**config.mk**
```make
export PLATFORM = sky130hd
export DESIGN_NAME = dual_frame_byte_parser
export DESIGN_NICKNAME = d
export VERILOG_FILES = /design/src/hdl/dfbp_pkg.sv /design/src/hdl/dual_frame_byte_parser.sv
export SDC_FILE = /design/constraint.sdc
export NUM_CORES = 1
export LEC_CHECK = 0
export ABC_CLOCK_PERIOD_IN_PS = 23800
export BUFFER_PORTS_ARGS = -buffer_cell sky130_fd_sc_hd__buf_2
export CAP_MARGIN = 20
export CORE_MARGIN = 1.5
export CORE_UTILIZATION = 45
export DETAILED_ROUTE_END_ITERATION = 8
export PLACE_DENSITY_LB_ADDON = 0.05
export SYNTH_ARGS = -nofsm -noshare
export SYNTH_HDL_FRONTEND = slang
export SYNTH_SLANG_ARGS = --single-unit
```
**constraint.sdc**
```tcl
create_clock -name clock -period 23.8 [get_ports clock]
set_input_delay 4.76 -clock clock [delete_from_list [all_inputs] [get_ports clock]]
set_output_delay 4.76 -clock clock [all_outputs]
set_load 0.01 [all_outputs]
```
**src/hdl/dfbp_pkg.sv**
```systemverilog
// Package for the dual frame byte parser: frame codes, lengths and the
// result record type. No dependencies.
package dfbp_pkg;

   localparam logic [7:0] SHAPE_START = 8'h7B;
   localparam logic [7:0] SHAPE_END   = 8'h7A;
   localparam logic [7:0] CMD_START   = 8'h7D;
   localparam logic [7:0] CMD_END     = 8'h7C;

   localparam int SHAPE_LEN   = 14;
   localparam int CMD_LEN     = 4;
   localparam int SHAPE_BYTES = SHAPE_LEN - 2;
   localparam int CMD_BYTES   = CMD_LEN - 2;

   localparam int SHAPE_CNT_W = $clog2(SHAPE_LEN);
   localparam int CMD_CNT_W   = $clog2(CMD_LEN);
   localparam int SHAPE_IDX_W = $clog2(SHAPE_BYTES);
   localparam int CMD_IDX_W   = $clog2(CMD_BYTES);

   localparam logic [SHAPE_CNT_W-1:0] SHAPE_LAST = SHAPE_CNT_W'(SHAPE_LEN - 1);
   localparam logic [CMD_CNT_W-1:0]   CMD_LAST   = CMD_CNT_W'(CMD_LEN - 1);

   typedef struct packed {
      logic        shape_valid;
      logic        cmd_valid;
      logic [15:0] point0_x;
      logic [15:0] point0_y;
      logic [15:0] point1_x;
      logic [15:0] point1_y;
      logic [15:0] point2_x;
      logic [15:0] point2_y;
      logic [7:0]  drive_mode;
      logic [7:0]  drive_speed;
      logic        cmd_seen;
   } rsp_type;

endpackage

```
**src/hdl/dual_frame_byte_parser.sv**
```systemverilog
// Dual frame byte parser top level: shape and command frame parsers fed
// from one byte stream, with a two-entry result register (output + skid).
// Depends on dfbp_pkg.
//
//   channel | direction | handshake          | payload
//   req     | in        | req_valid/req_stall | req_rx_byte
//   rsp     | out       | rsp_valid/rsp_stall | rsp_shape_valid .. rsp_cmd_seen
//
// One byte per cycle while req_stall is low; each result is registered.
// The parsers update in the accepting cycle; the result goes to the output
// register, or to the skid register when the output is held by rsp_stall.
// req_stall is high only while the skid register is occupied.
// Synchronous active-high reset clears both parsers, latched command values
// and the result valids; payload bytes are not reset.
module dual_frame_byte_parser (
   input  logic       clock,
   input  logic       reset,
   input  logic       req_valid,
   output logic       req_stall,
   input  logic [7:0] req_rx_byte,
   output logic       rsp_valid,
   input  logic       rsp_stall,
   output logic       rsp_shape_valid,
   output logic       rsp_cmd_valid,
   output logic [15:0] rsp_point0_x,
   output logic [15:0] rsp_point0_y,
   output logic [15:0] rsp_point1_x,
   output logic [15:0] rsp_point1_y,
   output logic [15:0] rsp_point2_x,
   output logic [15:0] rsp_point2_y,
   output logic [7:0] rsp_drive_mode,
   output logic [7:0] rsp_drive_speed,
   output logic       rsp_cmd_seen
);
   import dfbp_pkg::*;

   logic [SHAPE_CNT_W-1:0] shape_count_ff, shape_count_in;
   logic [CMD_CNT_W-1:0]   cmd_count_ff, cmd_count_in, cmd_count_eff;
   logic [7:0]             shape_payload_ff [SHAPE_BYTES];
   logic [7:0]             cmd_payload_ff [CMD_BYTES];
   logic [7:0]             mode_ff, mode_in;
   logic [7:0]             speed_ff, speed_in;
   logic                   seen_ff, seen_in;

   logic                   shape_wr, cmd_wr;
   logic [SHAPE_IDX_W-1:0] shape_idx;
   logic [CMD_IDX_W-1:0]   cmd_idx;
   logic                   shape_ok, cmd_ok;

   logic    out_valid_ff, skid_valid_ff;
   rsp_type out_ff, skid_ff, rsp_in;
   logic    accept, out_free;

   assign accept    = req_valid && !skid_valid_ff;
   assign req_stall = skid_valid_ff;
   assign out_free  = !out_valid_ff || !rsp_stall;

   // Parser next state for the current byte
   always_comb begin
      shape_count_in = shape_count_ff;
      cmd_count_in   = cmd_count_ff;
      mode_in        = mode_ff;
      speed_in       = speed_ff;
      seen_in        = seen_ff;
      shape_wr       = 1'b0;
      cmd_wr         = 1'b0;
      shape_ok       = 1'b0;
      cmd_ok         = 1'b0;
      shape_idx      = SHAPE_IDX_W'(shape_count_ff - 1'b1);
      cmd_idx        = CMD_IDX_W'(cmd_count_ff - 1'b1);

      if (shape_count_ff == '0) begin
         if (req_rx_byte == SHAPE_START) shape_count_in = SHAPE_CNT_W'(1);
      end else if (shape_count_ff >= SHAPE_LAST) begin
         shape_ok       = (req_rx_byte == SHAPE_END);
         shape_count_in = '0;
      end else begin
         shape_wr       = 1'b1;
         shape_count_in = shape_count_ff + 1'b1;
      end

      // a good shape frame restarts the command parser before it sees this byte
      cmd_count_eff = shape_ok ? '0 : cmd_count_ff;
      if (cmd_count_eff == '0) begin
         cmd_count_in = (req_rx_byte == CMD_START) ? CMD_CNT_W'(1) : '0;
      end else if (cmd_count_eff >= CMD_LAST) begin
         if (req_rx_byte == CMD_END) begin
            cmd_ok         = 1'b1;
            mode_in        = cmd_payload_ff[0];
            speed_in       = cmd_payload_ff[1];
            seen_in        = 1'b1;
            shape_count_in = '0;
         end
         cmd_count_in = '0;
      end else begin
         cmd_wr       = 1'b1;
         cmd_count_in = cmd_count_eff + 1'b1;
      end

      rsp_in.shape_valid = shape_ok;
      rsp_in.cmd_valid   = cmd_ok;
      rsp_in.point0_x    = shape_ok ? {shape_payload_ff[0],  shape_payload_ff[1]}  : '0;
      rsp_in.point0_y    = shape_ok ? {shape_payload_ff[2],  shape_payload_ff[3]}  : '0;
      rsp_in.point1_x    = shape_ok ? {shape_payload_ff[4],  shape_payload_ff[5]}  : '0;
      rsp_in.point1_y    = shape_ok ? {shape_payload_ff[6],  shape_payload_ff[7]}  : '0;
      rsp_in.point2_x    = shape_ok ? {shape_payload_ff[8],  shape_payload_ff[9]}  : '0;
      rsp_in.point2_y    = shape_ok ? {shape_payload_ff[10], shape_payload_ff[11]} : '0;
      rsp_in.drive_mode  = mode_in;
      rsp_in.drive_speed = speed_in;
      rsp_in.cmd_seen    = seen_in;
   end

   always_ff @(posedge clock) begin
      if (reset) begin
         shape_count_ff <= '0;
         cmd_count_ff   <= '0;
         mode_ff        <= '0;
         speed_ff       <= '0;
         seen_ff        <= 1'b0;
      end else if (accept) begin
         shape_count_ff <= shape_count_in;
         cmd_count_ff   <= cmd_count_in;
         mode_ff        <= mode_in;
         speed_ff       <= speed_in;
         seen_ff        <= seen_in;
      end
   end

   always_ff @(posedge clock) begin
      if (accept && shape_wr) shape_payload_ff[shape_idx] <= req_rx_byte;
      if (accept && cmd_wr)   cmd_payload_ff[cmd_idx]     <= req_rx_byte;
   end

   // Output register with skid stage
   always_ff @(posedge clock) begin
      if (reset) begin
         out_valid_ff  <= 1'b0;
         skid_valid_ff <= 1'b0;
      end else if (out_free) begin
         if (skid_valid_ff) begin
            out_valid_ff  <= 1'b1;
            skid_valid_ff <= 1'b0;
         end else begin
            out_valid_ff <= accept;
         end
      end else if (accept) begin
         skid_valid_ff <= 1'b1;
      end
   end

   always_ff @(posedge clock) begin
      if (out_free) begin
         out_ff <= skid_valid_ff ? skid_ff : rsp_in;
      end else if (accept) begin
         skid_ff <= rsp_in;
      end
   end

   assign rsp_valid       = out_valid_ff;
   assign rsp_shape_valid = out_ff.shape_valid;
   assign rsp_cmd_valid   = out_ff.cmd_valid;
   assign rsp_point0_x    = out_ff.point0_x;
   assign rsp_point0_y    = out_ff.point0_y;
   assign rsp_point1_x    = out_ff.point1_x;
   assign rsp_point1_y    = out_ff.point1_y;
   assign rsp_point2_x    = out_ff.point2_x;
   assign rsp_point2_y    = out_ff.point2_y;
   assign rsp_drive_mode  = out_ff.drive_mode;
   assign rsp_drive_speed = out_ff.drive_speed;
   assign rsp_cmd_seen    = out_ff.cmd_seen;

endmodule
```
# After elaboration in Yosys (flattened, before gate mapping)
# Memories as Yosys holds them, arrays and structs flattened.
# Cells that the tools add are included.
[classes] addsub=4 mul=0 div=0 magnitude_cmp=2 n_eq_ne=4 shift=0 n_mux=40 n_bitwise=1 n_reduce_logical=11
[ops] op="$mux W115" n=1
[ops] op="$mux W16" n=6
[ops] op="$mux W8" n=6
[ops] op="$eq A8 B7 Y1 const B" n=4
[ops] op="$mux W4" n=6
[ops] op="$mux W1" n=18
[ops] op="$mux W2" n=3
[ops] op="$add A4 B1 Y4 const B" n=1
[ops] op="$ge A4 B4 Y1 const B" n=1
[ops] op="$logic_not A4 Y1" n=1
[ops] op="$sub A4 B1 Y4 const B" n=1
[ops] op="$logic_and A1 B1 Y1" n=3
[ops] op="$logic_not A1 Y1" n=3
[ops] op="$add A2 B1 Y2 const B" n=1
[ops] op="$ge A2 B2 Y1 const B" n=1
[ops] op="$logic_not A2 Y1" n=1
[ops] op="$reduce_and A2 Y1" n=1
[ops] op="$reduce_or A2 Y1" n=1
[ops] op="$logic_or A1 B1 Y1" n=1
[ops] op="$not A1 Y1" n=1
[ops] op="$sub A1 B1 Y1 const B" n=1
[word_totals] register_bits=255 latchBits=0 ramBits=112 romBits=0 input_bits=12 output_inout_bits=117 word_cells=93 mem_count=2
[memory_table] memory="shape_payload_ff" depth=12 word_bits=8 read_ports=12 rd_clocked_by_memory_dff=0 write_ports=1 line_no="dual_frame_byte_parser.sv:39" rtl="logic [7:0] shape_payload_ff [SHAPE_BYTES];"
[memory_table] memory="cmd_payload_ff" depth=2 word_bits=8 read_ports=2 rd_clocked_by_memory_dff=0 write_ports=1 line_no="dual_frame_byte_parser.sv:40" rtl="logic [7:0] cmd_payload_ff [CMD_BYTES];"

# Logic depth before layout (Yosys ltp)
# Gate-level depths: netlist of run 1.
[logic_depth] word_depth=10 mapped_depth=9 ltp_nobuf=7

# Worst setup path after synthesis of run 1
# Ideal clock, no wire load.
[synth_timing] kind="input to register" start="input port rsp_stall" end="register skid_ff[0] (netlist bit), enable pin" arrival_time_ns=12.501 setup_slack_ns=10.708 path_stages=2 n_path_buf=0 path_cell_list="nand2_1 > nor2_1"
[synth_via] elab_chain_cells=4
[synth_rtl] element="start, declared" line_no="dual_frame_byte_parser.sv:22" rtl="input logic rsp_stall,"
[synth_rtl] element="$logic_not A1 Y1" line_no="dual_frame_byte_parser.sv:56" rtl="assign out_free = !out_valid_ff || !rsp_stall;"
[synth_rtl] element="$logic_or A1 B1 Y1" line_no="dual_frame_byte_parser.sv:56"
[synth_rtl] element="$not A1 Y1 (no source line)"
[synth_rtl] element="$reduce_and A2 Y1 (no source line)"
[synth_rtl] element="end signal, assigned" line_no="dual_frame_byte_parser.sv:155" rtl="skid_ff <= rsp_in;"
[synth_rtl] element="end, declared" line_no="dual_frame_byte_parser.sv:51" rtl="rsp_type out_ff, skid_ff, rsp_in;"
# Every way passes these cells.
# A chain may end at the register's enable or synchronous reset.

==> results of run 1 <==
==> flip-flops by register name (all words and copies together) (netlist names) <==
signal            count
cmd_payload_ff       16
speed_ff              8
shape_payload_ff     96
rsp_valid             1
skid_ff             115
seen_ff               1
rsp_drive_speed       8
rsp_cmd_valid         1
mode_ff               8
rsp_drive_mode        8
rsp_point1_x         16
rsp_shape_valid       1
rsp_point2_x         16
rsp_point0_x         16
rsp_point2_y         16
rsp_point0_y         16
req_stall             1
rsp_cmd_seen          1
shape_count_ff        4
rsp_point1_y         16
cmd_count_ff          2
==> logic make-up after synthesis <==
logic type	synth area share [%]
DFF	70.6
and+or+nand+nor	7.67
buffers and inverters	5.21
AOI/OAI and AO/OA	12.3
muxes	3.68
adders and majority gates	0.574
==> path summary, 6_finish.rpt <==
kind | start | endpoint | depth (start not counted)
max | req_rx_byte[7] | cmd_payload_ff[0][3] | 8
min | seen_ff | seen_ff | 2
max reg2reg | shape_count_ff[0] | cmd_payload_ff[0][3] | 9
min reg2reg | seen_ff | seen_ff | 2
==> critical path: cells and delay by family <==
family / cells / cell delay, ns
buf+inv: 4 / 1.39
simple gates: 4 / 1.21
==> report_power, final <==
group	switching, mW	internal, mW	total (mW)
clock	0.237	0.348	0.585
combinational	0.0293	0.0123	0.0416
sequential	0.00438	0.718	0.722
==> cells in the mapped netlist, drive strengths merged, types with 2 or more instances <==
cell type and n:
a21oi 7, a2bb2oi 3, a31oi 2, and2 7, buf 33, clkbuf 23
dfxtp 25, edfxtp 342, ha 7, inv 105, mux2 33, mux2i 16
nand2 106, nand2b 7, nand3 4, nand4b 2, nor2 122, nor2b 2
nor3 5, nor3b 9, nor4 2, o211ai 3, o21ai 4, o31ai 97
or2 3, or3 2
==> metal layers <==
metal	GRT usage [%]	vias to the layer above
li1	-	3782
met1	24.0	3798
met2	25.1	149
met3	2.66	41
met4	4.22	0
met5	0	-
==> layout make-up <==
type / instances / area (sq um)
well taps: 448 / 561
clock buffers: 51 / 1100
flip-flops and latches: 367 / 10800
fillers: 2844 / 15900
clock inverters: 19 / 140
repair buffers: 149 / 848
inverters: 105 / 399
multi-input cells: 449 / 3720
==> metrics.csv, run 1 <==
metric,value,unit
CTS max path bufs,3,
crit end category,register,
DRC violations left,0,
Final Hold Fails,0,
Antenna Nets Post-Route,0,
Met3 Wirelength,1220,um
1st-iter DRT viols,461,
clk sinks,367,
first-pass GRT wire length,43700,um
setup bufs post-CTS,0,
Placed Area,16200,sq um
Die Area,35000,sq um
TNS Setup,0,ns
Syn Inst Count,977,
Worst setup SP type,primary input,
worst-path fanout max,121,
port bufs,128,
syn avg cell area,15.6,sq um
"commonest non-fill, non-tap cell in the layout",edfxtp_1,
"CTS clk-pin slew, worst paths",0.06,ns
final cell count without fillers,1588,
clk_lat worst skew,0.51,ns
dpl ws,15.85,ns
Slowest Stage Delay on Critical Path,0.67,ns
Area Growth Syn to Fin,15.0,%
Slowest cell on crit path,buf_12,
Ys Warns,0,
Finished Cell Area,17500,sq um
placed insts,1516,
clock skew,0.0140,ns
share of layout cells above drive strength 1,28.0,%
Worst EP required,24.02,ns
"EDFF count, synth",342,
Max IR drop VDD,0.0438,mV
total power,1.35,mW
Syn Std Cell Area,15300,sq um
Die X,187,um
Post-Route Utilization,52.5,%
top sig layer,met4,
fin. max-slew vios,0,
initial core utilization,45.6,%
Die Y,187,um
Fin Hold WS,0.459,ns
PostCTS Resize Cnt,0,
Arrival @ worst endpoint,7.65,ns
status,"finished, final reports clean",
M1 WL,13400,um
LEAKAGE,6.68,nW
H-tree levels,2,
num rows,67,
max-cap viol count,0,
Yosys top cell by area,edfxtp_1,
Synth cell types,44,
gr ovfl total,0,
Crit Path Class,in -> reg,
fin nets,1131,
P per Cell Area,76.9,nW/um^2
DP HPWL,16000,um
Synth Flop Type,edfxtp_1,
CTS tree,built,
async set-reset flop share out of synthesis,0,%
fin crit share,31.2,%
top-area cell type share of the netlist area,67.3,%
drt via density,4.89,
post-synthesis net count,996,
vias in the first global route,7404,
slew of the pin with the lowest slew margin,1.04,ns
largest net degree at the start of global routing,122,
most area-consuming cells after synthesis,"edfxtp_1 (67%), o31ai_4 (10%), dfxtp_1 (3.3%)",
clock root cell,clkbuf_16,
initial antenna violation count,0,
vias,7770,
GP Congestion,0.748,
# diodes,0,
CTS Hold Bufs,0,
core box area,33400,sq um
"Setup violations, final",0,
fmax,135,MHz
Yosys reg bits,367,
io pins,129,
DRT Pass-1 Iters,5,
"Seq/Total Area, Yosys",70.6,%
RSZ-0062 raised after global routing,no,
total CTS buffers,40,
GRT Overall Usage,16.3,%
worst hold path type,reg -> reg,
post-route minimum period,7.43,ns
Reg2Reg Setup Slack,20.07,ns
final WL,28100,um
met2 WL,13000,um
most frequent cells in the layout,"edfxtp_1 (342), buf_2 (129), nor2_1 (121)",
setup ws final,16.37,ns
"critical path, cell by cell","buf_2, nand4b_4, or2_1, or2_4, buf_12, inv_1, nor3_1, buf_4",
Slew HR,30.5,%
average wire per standard cell,17.7,um
Note: power is estimated with default switching activity, not from simulation.
==> run 2: changes to the inputs <==
--- a/config.mk
+++ b/config.mk
@@ -5,7 +5,7 @@
 export SDC_FILE = /design/constraint.sdc
 export NUM_CORES = 1
 export LEC_CHECK = 0
-export ABC_CLOCK_PERIOD_IN_PS = 23800
+export ABC_CLOCK_PERIOD_IN_PS = 6800
 export BUFFER_PORTS_ARGS = -buffer_cell sky130_fd_sc_hd__buf_2
 export CAP_MARGIN = 20
 export CORE_MARGIN = 1.5
==> constraint.sdc (replaced) <==
create_clock -name clock -period 6.8 [get_ports clock]
set_input_delay 1.36 -clock clock [delete_from_list [all_inputs] [get_ports clock]]
set_output_delay 1.36 -clock clock [all_outputs]
set_load 0.01 [all_outputs]
==> run 2 against run 1 <==
Compared with the run above:
- sequential share of layout area rose by 0.17 points
- global-route usage fell by 0.25 points
- combinational power rose to 3.5 times the previous value
- sequential power rose to 3.5 times the previous value
- core utilization fell by 0.15 points
- register-to-register slack got worse by 16 ns
- final cell count rose by 0.13%
- clock-buffer cell count did not move
- worst setup slack got worse by 13 ns
- power rose to 3.5 times the previous value
==> metrics.csv, run 2 (same netlist as run 1, synthesis figures left out) <==
metric,value,unit
largest registers,"skid_ff (115), shape_payload_ff (96)",
post-route minimum period,3.37,ns
Worst EP required,6.95,ns
kind of cell adding the most delay to the critical path,simple AND/OR/NAND/NOR gates,
most frequent cells in the layout,"edfxtp_1 (342), buf_2 (128), nor2_1 (121)",
total CTS buffers,40,
port bufs,128,
Area Growth Syn to Fin,14.7,%
Sw Share,20.6,%
DP HPWL,15700,um
Slowest Stage Delay on Critical Path,0.93,ns
Slew HR,28.3,%
initial antenna violation count,0,
Multi-input gate area,3720,sq um
vias in the first global route,7390,
max-cap viol count,0,
TNS Setup,0,ns
"commonest non-fill, non-tap cell in the layout",edfxtp_1,
switching pwr,0.971,mW
setup ws final,3.43,ns
Storage cell area,10800,sq um
PostCTS Resize Cnt,0,
P per Cell Area,269,nW/um^2
fin crit share,49.6,%
initial core utilization,45.6,%
DRT Pass-1 Iters,4,
GRT Overall Usage,16.0,%
Logic pwr share,3.1,%
Top reg by flops,skid_ff,
placed insts,1516,
fin nets,1130,
vias,7742,
CTS tree,built,
setup bufs post-CTS,0,
"Setup violations, final",0,
max FFs per register,115,
clock skew,0.0153,ns
1st-iter DRT viols,479,
RSZ-0062 raised after global routing,no,
Slowest cell on crit path,nor2_4,
final cell count without fillers,1590,
clk_lat worst skew,0.53,ns
num rows,67,
CTS Hold Bufs,0,
Die Y,187,um
drt via density,4.87,
first-pass GRT wire length,43600,um
"critical path, cell by cell","buf_2, nand2b_1, nor2_4, buf_4",
Pint,3.74,mW
Clk pwr share,43.3,%
share of layout cells above drive strength 1,27.7,%
slew of the pin with the lowest slew margin,1.08,ns
fmax,296,MHz
Worst setup SP type,primary input,
# diodes,0,
Die Area,35000,sq um
Fill cells,2840,
worst-path fanout max,37,
Final Hold Fails,0,
WP buf/inv,2,
DRC violations left,0,
LEAKAGE,6.66,nW
final WL,28300,um
dpl ws,2.45,ns
Antenna Nets Post-Route,0,
Crit Path Class,in -> reg,
"CTS clk-pin slew, worst paths",0.06,ns
CTS max path bufs,3,
Reg2Reg Setup Slack,3.84,ns
total power,4.71,mW
largest net degree at the start of global routing,149,
share of power burned in registers,53.7,%
gr ovfl total,0,
GP Congestion,0.732,
Max IR drop VDD,0.203,mV
Die X,187,um
Post-Route Utilization,52.3,%
clock root cell,clkbuf_16,
io pins,129,
Arrival @ worst endpoint,3.52,ns
average wire per standard cell,17.8,um
status,"finished, final reports clean",
worst hold path type,reg -> reg,
clk sinks,367,
core box area,33400,sq um
fin. max-slew vios,0,
H-tree levels,2,
crit end category,register,
[run 2: cell count changes in the layout (fill, tap and decap cells not counted), sizes merged]
cell | previous run | this run
buf | 149 | 147
inv | 106 | 108
clkbuf | 51 | 52
clkinv | 15 | 16
[run 2: routing by layer]
layer	wire length, um	up-vias	global-route usage, %
met3	1020	41	2.42
met5	0	-	0
met4	503	0	4.31
li1	-	3772	-
met1	13700	3778	23.6
met2	13000	151	24.8
[run 2: final timing paths]
check,end,from,cells after the start
worst min-delay path,seen_ff,seen_ff,2
worst max register to register,rsp_point2_y[11],shape_count_ff[0],7
worst max-delay path,skid_ff[87],req_valid,4
worst min register to register,seen_ff,seen_ff,2
[run 2: through the flow]
step	area (sq um)	hold slack, ns
floorplan	15300	0.431
global route	17500	0.501
global placement	16300	0.444
detailed placement	16300	0.452
CTS	17500	0.466
finish	17500	0.460
[run 2: power by group through the flow]
stage | Sequential [mW] | Clock [mW] | Combinational, mW
final | 2.53 | 2.04 | 0.145
after global routing | 2.53 | 2.17 | 0.157
after CTS | 2.53 | 2.10 | 0.150
after detailed placement | 2.58 | 0 | 0.149
after global placement | 2.58 | 0 | 0.149
after floorplan | 2.60 | 0 | 0.0507
[run 2: layout make-up]
cell class / instances / area share (%)
Clock buffer: 51 / 6.08
Clock inverter: 22 / 0.937
Inverter: 105 / 2.28
Multi-Input combinational cell: 449 / 21.3
Sequential cell: 367 / 61.6
Tap cell: 448 / 3.20
Timing Repair Buffer: 148 / 4.66
[run 2: tightest hold or removal path, cell delays in order, from the launching register on]
cell,delay [ns]
dfxtp_1,0.32
nor2_1,0.04
nor2_1,0.07
==> run 3: changes to the inputs <==
--- a/config.mk
+++ b/config.mk
@@ -5,7 +5,7 @@
 export SDC_FILE = /design/constraint.sdc
 export NUM_CORES = 1
 export LEC_CHECK = 0
-export ABC_CLOCK_PERIOD_IN_PS = 6800
+export ABC_CLOCK_PERIOD_IN_PS = 3460
 export BUFFER_PORTS_ARGS = -buffer_cell sky130_fd_sc_hd__buf_2
 export CAP_MARGIN = 20
 export CORE_MARGIN = 1.5
==> constraint.sdc (replaced) <==
create_clock -name clock -period 3.46 [get_ports clock]
set_input_delay 0.692 -clock clock [delete_from_list [all_inputs] [get_ports clock]]
set_output_delay 0.692 -clock clock [all_outputs]
set_load 0.01 [all_outputs]
==> run 3 against run 2 <==
Compared with the run above:
- clock-buffer cell count increased by 6
- register-to-register slack worse by 2.9 ns
- first-iteration DRC count increased by 4.6%
- routed wire length increased by 2.7%
- critical path depth rose by 4
- worst hold slack gained 0.0040 ns
- sequential cell count unchanged
- clock power rose by 89%
- largest power group unchanged
- highest routed layer unchanged
==> metrics.csv, run 3 (same netlist as run 1, synthesis figures left out) <==
metric,value,unit
drt via density,4.84,
Max IR drop VDD,0.302,mV
M1 WL,13800,um
num rows,67,
Die X,187,um
CTS max path bufs,3,
core box area,33400,sq um
worst-path fanout max,23,
max FFs per register,115,
fmax,389,MHz
largest net degree at the start of global routing,58,
Post-Route Utilization,52.8,%
H-tree levels,2,
final WL,29000,um
CTS tree,built,
PostCTS Resize Cnt,0,
DRT Pass-1 Iters,4,
RSZ-0062 raised after global routing,no,
status,"finished, final reports clean",
final cell count without fillers,1607,
Antenna Nets Post-Route,0,
min-delay src,seen_ff,
io pins,129,
clk sinks,367,
Final Hold Fails,0,
"CTS clk-pin slew, worst paths",0.06,ns
total CTS buffers,40,
largest registers,"skid_ff (115), shape_payload_ff (96)",
vias,7784,
CTS Hold Bufs,0,
fin. max-slew vios,0,
DRC violations left,0,
post-route minimum period,2.57,ns
Area Growth Syn to Fin,15.7,%
top sig layer,met4,
GP Congestion,0.738,
initial core utilization,45.6,%
TNS Setup,0,ns
fin crit share,74.2,%
vias in the first global route,7491,
Worst EP required,3.79,ns
port bufs,128,
Crit Path Class,reg -> reg,
DP HPWL,16900,um
"Setup violations, final",0,
Die Y,187,um
max-cap viol count,0,
Arrival @ worst endpoint,2.90,ns
placed insts,1538,
worst hold path type,reg -> reg,
Die Area,35000,sq um
R2R depth,8,
"commonest non-fill, non-tap cell in the layout",edfxtp_1,
reg2reg start,shape_count_ff[0],
met2 WL,13500,um
Slew HR,37.3,%
r2r endpoint,rsp_point1_x[10],
clk_lat worst skew,0.52,ns
crit end category,register,
clock root cell,clkbuf_16,
Hold Path Cell Cnt,2,
hold path endpoint,seen_ff,
setup bufs post-CTS,0,
share of layout cells above drive strength 1,28.6,%
first-pass GRT wire length,44500,um
fin nets,1151,
LEAKAGE,6.88,nW
Top reg by flops,skid_ff,
Reg2Reg Setup Slack,0.89,ns
clock skew,0.0142,ns
1st-iter DRT viols,501,
Met3 Wirelength,1150,um
Worst setup SP type,register,
initial antenna violation count,0,
most frequent cells in the layout,"edfxtp_1 (342), buf_2 (128), nor2_1 (121)",
# diodes,0,
gr ovfl total,0,
slew of the pin with the lowest slew margin,0.940,ns
GRT Overall Usage,16.6,%
average wire per standard cell,18.1,um
P per Cell Area,514,nW/um^2
-- run 3: per-stage QoR --
| stage | hold WS (ns) | total power, mW | area (sq um) | setup WS, ns |
|---|---|---|---|---|
| after floorplan | 0.431 | 5.16 | 15300 | 0.0827 |
| after global placement | 0.449 | 5.32 | 16500 | 0.695 |
| after detailed placement | 0.456 | 5.32 | 16500 | 0.673 |
| after CTS | 0.469 | 9.20 | 17700 | 0.833 |
| after global routing | 0.528 | 9.40 | 17700 | 0.744 |
| final | 0.464 | 9.07 | 17700 | 0.892 |
-- run 3: worst max-delay path by stage --
stage	from	endpoint	slack (ns)	depth (start not counted)
after floorplan	req_valid	skid_ff[0]	0.08	4
after global placement	req_rx_byte[7]	cmd_payload_ff[0][2]	0.70	7
after detailed placement	req_rx_byte[2]	rsp_drive_mode[6]	0.67	6
after CTS	shape_count_ff[0]	rsp_point2_y[11]	0.83	7
after global routing	shape_count_ff[0]	rsp_point2_y[6]	0.74	7
final	shape_count_ff[0]	rsp_point1_x[10]	0.89	8
-- run 3: layout make-up --
type	count	area (sq um)
clock buffer	57	1090
clock inverter	12	80.1
fill	2784	15800
inverter	105	399
multi-input combinational	449	3730
sequential	367	10800
tap	448	561
timing repair buffer	169	1040
-- run 3: routing by layer --
layer  vias up  track usage (%)
met2       143             25.9
li1       3809                -
met5         -                0
met4         0             4.47
met3        42             3.02
met1      3790             24.0
-- run 3: report_power, final --
group	internal, mW	switching [mW]	total (mW)	leakage, nW
Combinational	0.0795	0.200	0.280	2.63
Clock	2.25	1.61	3.85	0.563
Sequential	4.92	0.0252	4.94	3.69
Total	7.24	1.83	9.07	6.88
-- run 3: critical path, stage by stage (launching register included) --
cell	delay [ns]
dfxtp_1	0.52
inv_1	0.16
ha_1	0.32
nand2b_1	0.18
nand4_1	0.17
or2_4	0.41
buf_12	0.23
buf_4	0.19
o31ai_4	0.18
